--- src/rtl/period_moving_average_core_defines.svh ---
// Assertion macros used by the period meter datapath.
`ifndef PERIOD_MOVING_AVERAGE_CORE_DEFINES_SVH
`define PERIOD_MOVING_AVERAGE_CORE_DEFINES_SVH

`ifndef SYNTH
// Same-cycle implication, checked on every rising edge outside reset.
`define PMA_ASSERT_NOW(label, ante, cons) \
    label: assert property (@(posedge clk) disable iff (!rst_n) (ante) |-> (cons)) \
        else $error("period meter check failed");
// Next-cycle implication, checked on every rising edge outside reset.
`define PMA_ASSERT_NEXT(label, ante, cons) \
    label: assert property (@(posedge clk) disable iff (!rst_n) (ante) |=> (cons)) \
        else $error("period meter check failed");
`else
`define PMA_ASSERT_NOW(label, ante, cons)
`define PMA_ASSERT_NEXT(label, ante, cons)
`endif

`endif

--- src/rtl/pma_pkg.sv ---
// Package with the shared types and constants of the period meter.
package pma_pkg;

    localparam int WINDOW_MAX_DEF = 64;
    localparam int TIME_WIDTH_DEF = 32;
    localparam int FRAC_BITS_DEF  = 8;

    localparam int STAMP_W      = 32;
    localparam int PERIOD_OUT_W = 40;
    localparam int WL_W         = 7;
    localparam int DS_W         = 8;
    localparam int CFG_DATA_W   = 8;
    localparam int CFG_IDX_W    = 1;

    localparam logic [WL_W-1:0] WINDOW_RESET     = 7'd10;
    localparam logic [DS_W-1:0] DOWNSAMPLE_RESET = 8'd5;

    localparam logic [CFG_IDX_W-1:0] REG_WINDOW_LENGTH = 1'd0;
    localparam logic [CFG_IDX_W-1:0] REG_DOWNSAMPLE    = 1'd1;

    typedef struct packed {
        logic accept;
        logic update;
        logic load_div;
        logic div_step;
        logic load_out;
    } pma_cmd_t;

    typedef struct packed {
        logic awaiting_first;
        logic div_last;
        logic out_free;
    } pma_status_t;

endpackage

--- src/rtl/period_moving_average_core.sv ---
// Top level of the moving-average period meter: controller plus datapath.
//
//   channel  direction  handshake            payload
//   in       input      in_valid / in_stall  timestamp
//   out      output     out_valid/out_stall  average_valid, average_period, publish
//   cfg      input      cfg_write            cfg_index, cfg_data
//
// A beat that follows a restart only records its stamp; every other beat
// passes ring update, divider load and division, one quotient bit per cycle.
// Reset is asynchronous and active low; the period ring is never cleared,
// since only entries written since the restart are read.
// A finished result waits in the output register, so the next input beat is
// taken even while that result is stalled downstream.
module period_moving_average_core
#(
    parameter int WINDOW_MAX = pma_pkg::WINDOW_MAX_DEF,
    parameter int TIME_WIDTH = pma_pkg::TIME_WIDTH_DEF,
    parameter int FRAC_BITS  = pma_pkg::FRAC_BITS_DEF
)
(
    input  logic                              clk,
    input  logic                              rst_n,
    input  logic                              in_valid,
    output logic                              in_stall,
    input  logic [pma_pkg::STAMP_W-1:0]       timestamp,
    output logic                              out_valid,
    input  logic                              out_stall,
    output logic                              average_valid,
    output logic [pma_pkg::PERIOD_OUT_W-1:0]  average_period,
    output logic                              publish,
    input  logic                              cfg_write,
    input  logic [pma_pkg::CFG_IDX_W-1:0]     cfg_index,
    input  logic [pma_pkg::CFG_DATA_W-1:0]    cfg_data
);

    // Commands flow from the controller to the datapath, status flows back.
    pma_pkg::pma_cmd_t    cmd;
    pma_pkg::pma_status_t status;

    // The controller sequences capture, ring update, divider load, the
    // division steps and the hand-off to the output register.
    pma_ctrl u_ctrl
    (
        .clk      (clk),
        .rst_n    (rst_n),
        .in_valid (in_valid),
        .in_stall (in_stall),
        .status   (status),
        .cmd      (cmd)
    );

    // The datapath holds the configuration, the period ring, the running
    // sum, the publish counter, the divider and the output register.
    pma_dp
    #(
        .WINDOW_MAX (WINDOW_MAX),
        .TIME_WIDTH (TIME_WIDTH),
        .FRAC_BITS  (FRAC_BITS)
    )
    u_dp
    (
        .clk            (clk),
        .rst_n          (rst_n),
        .cmd            (cmd),
        .status         (status),
        .timestamp      (timestamp),
        .cfg_write      (cfg_write),
        .cfg_index      (cfg_index),
        .cfg_data       (cfg_data),
        .out_valid      (out_valid),
        .out_stall      (out_stall),
        .average_valid  (average_valid),
        .average_period (average_period),
        .publish        (publish)
    );

endmodule

--- src/rtl/pma_ctrl.sv ---
// Controller state machine of the period meter.
module pma_ctrl
(
    input  logic               clk,
    input  logic               rst_n,
    input  logic               in_valid,
    output logic               in_stall,
    input  pma_pkg::pma_status_t status,
    output pma_pkg::pma_cmd_t    cmd
);

    localparam logic [2:0] S_IDLE   = 3'd0;
    localparam logic [2:0] S_UPDATE = 3'd1;
    localparam logic [2:0] S_LOAD   = 3'd2;
    localparam logic [2:0] S_DIVIDE = 3'd3;
    localparam logic [2:0] S_DONE   = 3'd4;

    logic [2:0] state_reg;
    logic [2:0] state_next;

    always_ff @(posedge clk or negedge rst_n)
    begin
        if (!rst_n)
        begin
            state_reg <= S_IDLE;
        end
        else
        begin
            state_reg <= state_next;
        end
    end

    always_comb
    begin
        state_next = state_reg;
        cmd        = '0;
        in_stall   = 1'b1;
        unique case (state_reg)
            S_IDLE:
            begin
                in_stall = 1'b0;
                if (in_valid)
                begin
                    cmd.accept = 1'b1;
                    // The first beat after a restart only records its stamp.
                    state_next = status.awaiting_first ? S_DONE : S_UPDATE;
                end
            end
            S_UPDATE:
            begin
                cmd.update = 1'b1;
                state_next = S_LOAD;
            end
            S_LOAD:
            begin
                cmd.load_div = 1'b1;
                state_next   = S_DIVIDE;
            end
            S_DIVIDE:
            begin
                cmd.div_step = 1'b1;
                if (status.div_last)
                begin
                    state_next = S_DONE;
                end
            end
            S_DONE:
            begin
                if (status.out_free)
                begin
                    cmd.load_out = 1'b1;
                    state_next   = S_IDLE;
                end
            end
            default:
            begin
                state_next = S_IDLE;
            end
        endcase
    end

endmodule

--- src/rtl/pma_dp.sv ---
// Datapath of the period meter: registers, period ring, running sum and divider.
`include "period_moving_average_core_defines.svh"

module pma_dp
#(
    parameter int WINDOW_MAX = pma_pkg::WINDOW_MAX_DEF,
    parameter int TIME_WIDTH = pma_pkg::TIME_WIDTH_DEF,
    parameter int FRAC_BITS  = pma_pkg::FRAC_BITS_DEF
)
(
    input  logic                              clk,
    input  logic                              rst_n,
    input  pma_pkg::pma_cmd_t                 cmd,
    output pma_pkg::pma_status_t              status,
    input  logic [pma_pkg::STAMP_W-1:0]       timestamp,
    input  logic                              cfg_write,
    input  logic [pma_pkg::CFG_IDX_W-1:0]     cfg_index,
    input  logic [pma_pkg::CFG_DATA_W-1:0]    cfg_data,
    output logic                              out_valid,
    input  logic                              out_stall,
    output logic                              average_valid,
    output logic [pma_pkg::PERIOD_OUT_W-1:0]  average_period,
    output logic                              publish
);

    localparam int CNT_W    = $clog2(WINDOW_MAX + 1);
    localparam int SLOT_W   = (WINDOW_MAX > 1) ? $clog2(WINDOW_MAX) : 1;
    localparam int SUM_W    = TIME_WIDTH + $clog2(WINDOW_MAX);
    localparam int DIV_W    = SUM_W + FRAC_BITS;
    localparam int DCNT_W   = $clog2(DIV_W);
    localparam int WL_CMP_W = (CNT_W > pma_pkg::WL_W) ? CNT_W : pma_pkg::WL_W;

    // Configuration registers.
    logic [pma_pkg::WL_W-1:0] window_length_reg;
    logic [pma_pkg::DS_W-1:0] downsample_reg;

    // Measurement state.
    logic [TIME_WIDTH-1:0] last_stamp_reg;
    logic                  awaiting_reg;
    logic [CNT_W-1:0]      count_reg;
    logic [CNT_W-1:0]      count_next;
    logic [SLOT_W-1:0]     slot_reg;
    logic [SLOT_W-1:0]     slot_next;
    logic [SUM_W-1:0]      sum_reg;
    logic [SUM_W-1:0]      sum_next;
    logic [pma_pkg::DS_W-1:0] pub_count_reg;
    logic [pma_pkg::DS_W-1:0] pub_count_next;

    // Per-item working registers.
    logic [TIME_WIDTH-1:0] period_reg;
    logic                  first_reg;
    logic                  pub_reg;
    logic                  pub_next;

    // Ring storage.
    logic [TIME_WIDTH-1:0] ring [WINDOW_MAX];
    logic [TIME_WIDTH-1:0] rd_data_reg;
    logic [SLOT_W-1:0]     rd_addr;
    logic [SLOT_W-1:0]     wr_addr;
    logic                  ring_we;

    // Divider.
    logic [DIV_W-1:0]  quot_reg;
    logic [CNT_W-1:0]  rem_reg;
    logic [DCNT_W-1:0] div_cnt_reg;
    logic [CNT_W:0]    trial;
    logic              trial_ge;

    // Output register.
    logic                             out_valid_reg;
    logic                             avg_valid_reg;
    logic [pma_pkg::PERIOD_OUT_W-1:0] avg_period_reg;
    logic                             publish_reg;

    logic [TIME_WIDTH-1:0] stamp_ext;
    logic [WL_CMP_W-1:0]   wl_ext;
    logic [CNT_W-1:0]      win;
    logic [SLOT_W-1:0]     slot_eff;
    logic [CNT_W-1:0]      slot_inc;
    logic                  full;
    logic                  restart;
    logic                  out_free;

    assign stamp_ext = TIME_WIDTH'(timestamp);
    assign restart   = cfg_write && (cfg_index == pma_pkg::REG_WINDOW_LENGTH);

    // Window length clamped to the range 1 .. WINDOW_MAX.
    assign wl_ext = WL_CMP_W'(window_length_reg);
    always_comb
    begin
        if (wl_ext == '0)
        begin
            win = CNT_W'(1);
        end
        else if (wl_ext > WL_CMP_W'(WINDOW_MAX))
        begin
            win = CNT_W'(WINDOW_MAX);
        end
        else
        begin
            win = CNT_W'(wl_ext);
        end
    end

    assign full     = (count_reg >= win);
    assign slot_eff = (CNT_W'(slot_reg) >= win) ? '0 : slot_reg;
    assign slot_inc = CNT_W'(slot_eff) + CNT_W'(1);
    assign rd_addr  = slot_eff;
    assign wr_addr  = full ? slot_eff : SLOT_W'(count_reg);
    assign ring_we  = cmd.update;

    always_comb
    begin
        count_next = count_reg;
        slot_next  = slot_reg;
        if (full)
        begin
            sum_next  = sum_reg + SUM_W'(period_reg) - SUM_W'(rd_data_reg);
            slot_next = (slot_inc >= win) ? '0 : SLOT_W'(slot_inc);
        end
        else
        begin
            sum_next   = sum_reg + SUM_W'(period_reg);
            count_next = count_reg + CNT_W'(1);
        end
    end

    always_comb
    begin
        pub_count_next = pub_count_reg + pma_pkg::DS_W'(1);
        pub_next       = (pub_count_next >= downsample_reg);
        if (pub_next)
        begin
            pub_count_next = '0;
        end
    end

    // Restoring division, one quotient bit per step.
    assign trial    = {rem_reg, quot_reg[DIV_W-1]};
    assign trial_ge = (trial >= {1'b0, count_reg});

    assign out_free = !out_valid_reg || !out_stall;

    assign status.awaiting_first = awaiting_reg;
    assign status.div_last       = (div_cnt_reg == DCNT_W'(DIV_W - 1));
    assign status.out_free       = out_free;

    always_ff @(posedge clk or negedge rst_n)
    begin
        if (!rst_n)
        begin
            window_length_reg <= pma_pkg::WINDOW_RESET;
            downsample_reg    <= pma_pkg::DOWNSAMPLE_RESET;
            last_stamp_reg    <= '0;
            awaiting_reg      <= 1'b1;
            count_reg         <= '0;
            slot_reg          <= '0;
            sum_reg           <= '0;
            pub_count_reg     <= '0;
            out_valid_reg     <= 1'b0;
        end
        else
        begin
            if (cfg_write)
            begin
                unique case (cfg_index)
                    pma_pkg::REG_WINDOW_LENGTH:
                    begin
                        window_length_reg <= pma_pkg::WL_W'(cfg_data);
                    end
                    pma_pkg::REG_DOWNSAMPLE:
                    begin
                        downsample_reg <= cfg_data;
                    end
                    default:
                    begin
                    end
                endcase
            end
            if (restart)
            begin
                awaiting_reg <= 1'b1;
                count_reg    <= '0;
                slot_reg     <= '0;
                sum_reg      <= '0;
            end
            else
            begin
                if (cmd.accept)
                begin
                    last_stamp_reg <= stamp_ext;
                    awaiting_reg   <= 1'b0;
                end
                if (cmd.update)
                begin
                    count_reg     <= count_next;
                    slot_reg      <= slot_next;
                    sum_reg       <= sum_next;
                    pub_count_reg <= pub_count_next;
                end
            end
            if (cmd.load_out)
            begin
                out_valid_reg <= 1'b1;
            end
            else if (!out_stall)
            begin
                out_valid_reg <= 1'b0;
            end
        end
    end

    always_ff @(posedge clk)
    begin
        if (cmd.accept)
        begin
            period_reg <= stamp_ext - last_stamp_reg;
            first_reg  <= awaiting_reg;
        end
        if (cmd.update)
        begin
            pub_reg <= pub_next;
        end
        if (cmd.load_div)
        begin
            quot_reg    <= DIV_W'(sum_reg) << FRAC_BITS;
            rem_reg     <= '0;
            div_cnt_reg <= '0;
        end
        else if (cmd.div_step)
        begin
            quot_reg    <= {quot_reg[DIV_W-2:0], trial_ge};
            rem_reg     <= trial_ge ? CNT_W'(trial - {1'b0, count_reg}) : CNT_W'(trial);
            div_cnt_reg <= div_cnt_reg + DCNT_W'(1);
        end
        if (cmd.load_out)
        begin
            avg_valid_reg  <= !first_reg;
            avg_period_reg <= first_reg ? '0 : pma_pkg::PERIOD_OUT_W'(quot_reg);
            publish_reg    <= first_reg ? 1'b0 : pub_reg;
        end
    end

    always_ff @(posedge clk)
    begin
        if (ring_we)
        begin
            ring[wr_addr] <= period_reg;
        end
        rd_data_reg <= ring[rd_addr];
    end

    assign out_valid      = out_valid_reg;
    assign average_valid  = avg_valid_reg;
    assign average_period = avg_period_reg;
    assign publish        = publish_reg;

    `PMA_ASSERT_NOW(a_count_bound, 1'b1, count_reg <= CNT_W'(WINDOW_MAX))
    `PMA_ASSERT_NOW(a_rem_below_divisor, cmd.div_step, rem_reg < count_reg)
    `PMA_ASSERT_NEXT(a_load_shows_beat, cmd.load_out, out_valid_reg)
    `PMA_ASSERT_NOW(a_divide_nonzero, cmd.load_div, count_reg != '0)

endmodule
--- config.mk ---
export PLATFORM = sky130hd
export DESIGN_NAME = period_moving_average_core
export DESIGN_NICKNAME = d
export VERILOG_FILES = /design/src/rtl/pma_pkg.sv /design/src/rtl/period_moving_average_core.sv /design/src/rtl/pma_ctrl.sv /design/src/rtl/pma_dp.sv
export VERILOG_INCLUDE_DIRS = /design/src /design/src/rtl
export SDC_FILE = /design/constraint.sdc
export NUM_CORES = 2
export LEC_CHECK = 0
export BUFFER_PORTS_ARGS = -buffer_cell sky130_fd_sc_hd__buf_2
export CORE_ASPECT_RATIO = 1.75
export CORE_MARGIN = 1.5
export CORE_UTILIZATION = 50
export CTS_CLUSTER_SIZE = 30
export DETAILED_ROUTE_END_ITERATION = 8
export HOLD_SLACK_MARGIN = 0.08
export PLACE_DENSITY = 0.75
export SETUP_SLACK_MARGIN = 0.4
export SLEW_MARGIN = 20
export SYNTH_ARGS = -nofsm -noshare
export SYNTH_HDL_FRONTEND = slang
export SYNTH_HIERARCHICAL = 1
export SYNTH_SLANG_ARGS = --single-unit
--- constraint.sdc ---
create_clock -name clk -period 7.5 [get_ports clk]
set_clock_uncertainty 0.15 [all_clocks]
set_input_delay 1.5 -clock clk [delete_from_list [all_inputs] [get_ports clk]]
set_output_delay 1.5 -clock clk [all_outputs]
set_load 0.02 [all_outputs]
==> results_dict.tcl <==
set metrics [dict create \
    final_nets 7385 \
    grt_pass1_wl_um 461000 \
    ys_types 91 \
    tightestPinTransition_ns 1.18 \
    clockBufferDepth 4 \
    finalMaxSlewViolations 0 \
    viasPerCell 6.68 \
    synth_nets 7314 \
    cts_hold_repair.buffers 0 \
    max-cap-violations 0 \
    layout_worst_path_cycle_share_pct 84.0 \
    synth-edff-count 2162 \
    largest_reg_flops 2048 \
    crit_type "reg -> reg" \
    p_leak_uw 0.0368 \
    place_area_um2 103000 \
    synth_seq_cells 2326 \
    io_buffers 89 \
    vdd_drop_max_mv 0.214 \
    cts_tree "built" \
    gp_congestion 0.948 \
    synth_top_cells_by_area "edfxtp_1, mux2i_1, dfrtp_1" \
    numCtsBuffers 208 \
    htreeDepth 4 \
    fmax_mhz 159 \
    clk_latency_ns 0.89 \
    drive_gt1_share_pct 12.5 \
    post-dp-hpwl_um 201000 \
    switching_share_pct 27.1 \
    synthArstFlopShare_pct 4.77 \
    powerDensity_nw_per_um2 278 \
    vias 66598 \
    clk_transition_reported_paths_ns 0.07 \
    required_ns 7.86 \
    synth_most_common_cell "edfxtp_1" \
    synth_top_cell_area_share_pct 65.8 \
    ys.warnings.count 6 \
    p_int_uw 22300 \
    dpl.cell_count 9592 \
    grt_usage_pct 32.0 \
    setup_viol 0 \
    drc 2 \
    synth_flop_cell "edfxtp_1" \
    post-route-min-period_ns 6.30 \
    hold_path_class "reg -> reg" \
    rsz0062_at_grt "no" \
    status "finished with violations" \
    seq_area_frac_synth_pct 69.7 \
    cts_setup_buffers 0 \
    synthTopCellsByCount "edfxtp_1, nand2_1, nor2_1" \
    core_um2 196000 \
    antenna_found_initial 14 \
    grt_pass1_vias 65312 \
    totalWireLength_um 328000 \
    grt_max_degree 152 \
    num_rows 215 \
    dr.pass1.iters 8 \
    drt_iter0_markers 9854 \
    cts_resized 0 \
    synth_top_area_cell "edfxtp_1" \
    detail-route-antenna-nets 0 \
    pwr-share-clk_pct 35.9 \
    final_area_um2 110000 \
    hold_viol_final 0 \
    p_switching_uw 8300 \
    tns_ns 0 \
    critPathCaptureType "flip-flop" \
    gr-total-overflow 0 \
    startpoint_type "flip-flop" \
    initial_core_util_pct 50.3 \
    syn2layout_area_growth_pct 11.6 \
    power_frac_seq_pct 48.4 \
    max-slew-margin-rel_pct 21.0 \
    violations "DRC" \
    arrival_ns 6.66 \
    wire_per_inst_um 32.9 \
    die_area_um2 200000 \
    path_max_fanout 122 \
    netlist_area_um2 98600 \
    fp.dieW_um 339 \
    ioPinCount 90 \
    syn_area_per_cell_um2 13.8 \
    power_frac_comb_pct 15.7 \
    syn_inst 7129 \
    die_y_um 591 \
    root_buffer "clkbuf_16" \
    stdcell_count 9970 \
    clock-sinks 2326 \
]
[layout by cell type (no fill, tap or decap), drive strengths merged, types with 138 or more instances in the layout]
cell type,Yosys,routed
edfxtp,2162,2162
a31oi,138,138
buf,118,318
clkbuf,339,243
o21ai,278,278
mux2i,384,384
nand2,588,588
a211oi,142,142
nor2,461,461
mux2,146,146
a21oi,412,412
nand3,152,152
o22ai,154,154
inv,191,201
[area by class of cell]
type | count | area [um2]
inverter | 192 | 731
sequential | 2326 | 68800
clock inverter | 126 | 1420
multi-input combinational | 4154 | 28100
tap | 2604 | 3260
antenna | 7 | 17.5
timing repair buffer | 318 | 2460
fill | 15019 | 86000
clock buffer | 243 | 5390
[layer usage]
layer / vias up / GRT usage, % / wire [um]
met5: - / 0 / 73
met2: 5227 / 52.3 / 155000
met4: 10 / 24.7 / 29600
met1: 32505 / 36.1 / 103000
li1: 27509 / - / -
met3: 1347 / 8.04 / 40700
[per-stage QoR]
| step | power (uW) | hold WS, ns | utilization [%] | setup WS, ns |
|---|---|---|---|---|
| CTS | 30500 | 0.326 | 56.1 | 1.44 |
| global route | 31400 | 0.353 | 56.1 | 0.922 |
| floorplan | 18000 | 0.296 | - | 1.72 |
| global placement | 19700 | 0.309 | 52.6 | 1.07 |
| detailed placement | 19700 | 0.316 | 52.6 | 1.50 |
| finish | 30600 | 0.327 | 56.1 | 1.20 |
[power by group through the flow]
| stage | Combinational, uW | Sequential (uW) | Clock [uW] |
|---|---|---|---|
| 5_1_grt | 5140 | 14800 | 11400 |
| 2_1_floorplan | 3070 | 14900 | 0 |
| 4_1_cts | 4700 | 14800 | 11000 |
| 6_report | 4810 | 14800 | 11000 |
| 3_3_place_gp | 4620 | 15100 | 0 |
| 3_5_place_dp | 4680 | 15100 | 0 |
[worst max-delay path, stage by stage, from the launching register on]
cell,delay (ns)
dfrtp_1,0.41
nor3_1,0.21
a21oi_1,0.11
nor2_1,0.20
ha_1,0.28
nand2b_1,0.15
a21o_1,0.17
a21o_1,0.20
a21oi_2,0.66
o211ai_1,0.41
buf_12,0.33
nor3_1,0.29
a31oi_1,0.15
nand2b_1,0.59
nor2_4,0.90
buf_4,0.49
[final timing paths]
check | slack [ns] | endpoint | startpoint | depth (start not counted)
max | 1.20 | u_dp/ring[21][21] | u_dp/window_length_reg[2] | 15
min | 0.33 | u_dp/rem_reg[6] | u_dp/rem_reg[6] | 2
max reg2reg | 1.20 | u_dp/ring[21][21] | u_dp/window_length_reg[2] | 15
min in group asynchronous | 0.60 | u_dp/last_stamp_reg[16] | rst_n | 1
max in group asynchronous | 4.99 | u_dp/slot_reg[1] | rst_n | 2
min reg2reg | 0.33 | u_dp/rem_reg[6] | u_dp/rem_reg[6] | 2
[cell families (layout without fill, tap and decap cells)]
kind of cell	after synthesis	in the layout	share of synthesized area, %
AO/OA/AOI/OAI	1709	1709	11.5
XOR/XNOR	103	103	0.915
adder cells (fa/ha/maj)	139	139	1.79
buffers and inverters	649	879	2.54
flip-flops	2326	2326	69.7
multiplexers	542	542	5.84
other	0	7	0
AND/OR/NAND/NOR	1661	1661	7.69
Power figures use the tool's default switching activity.
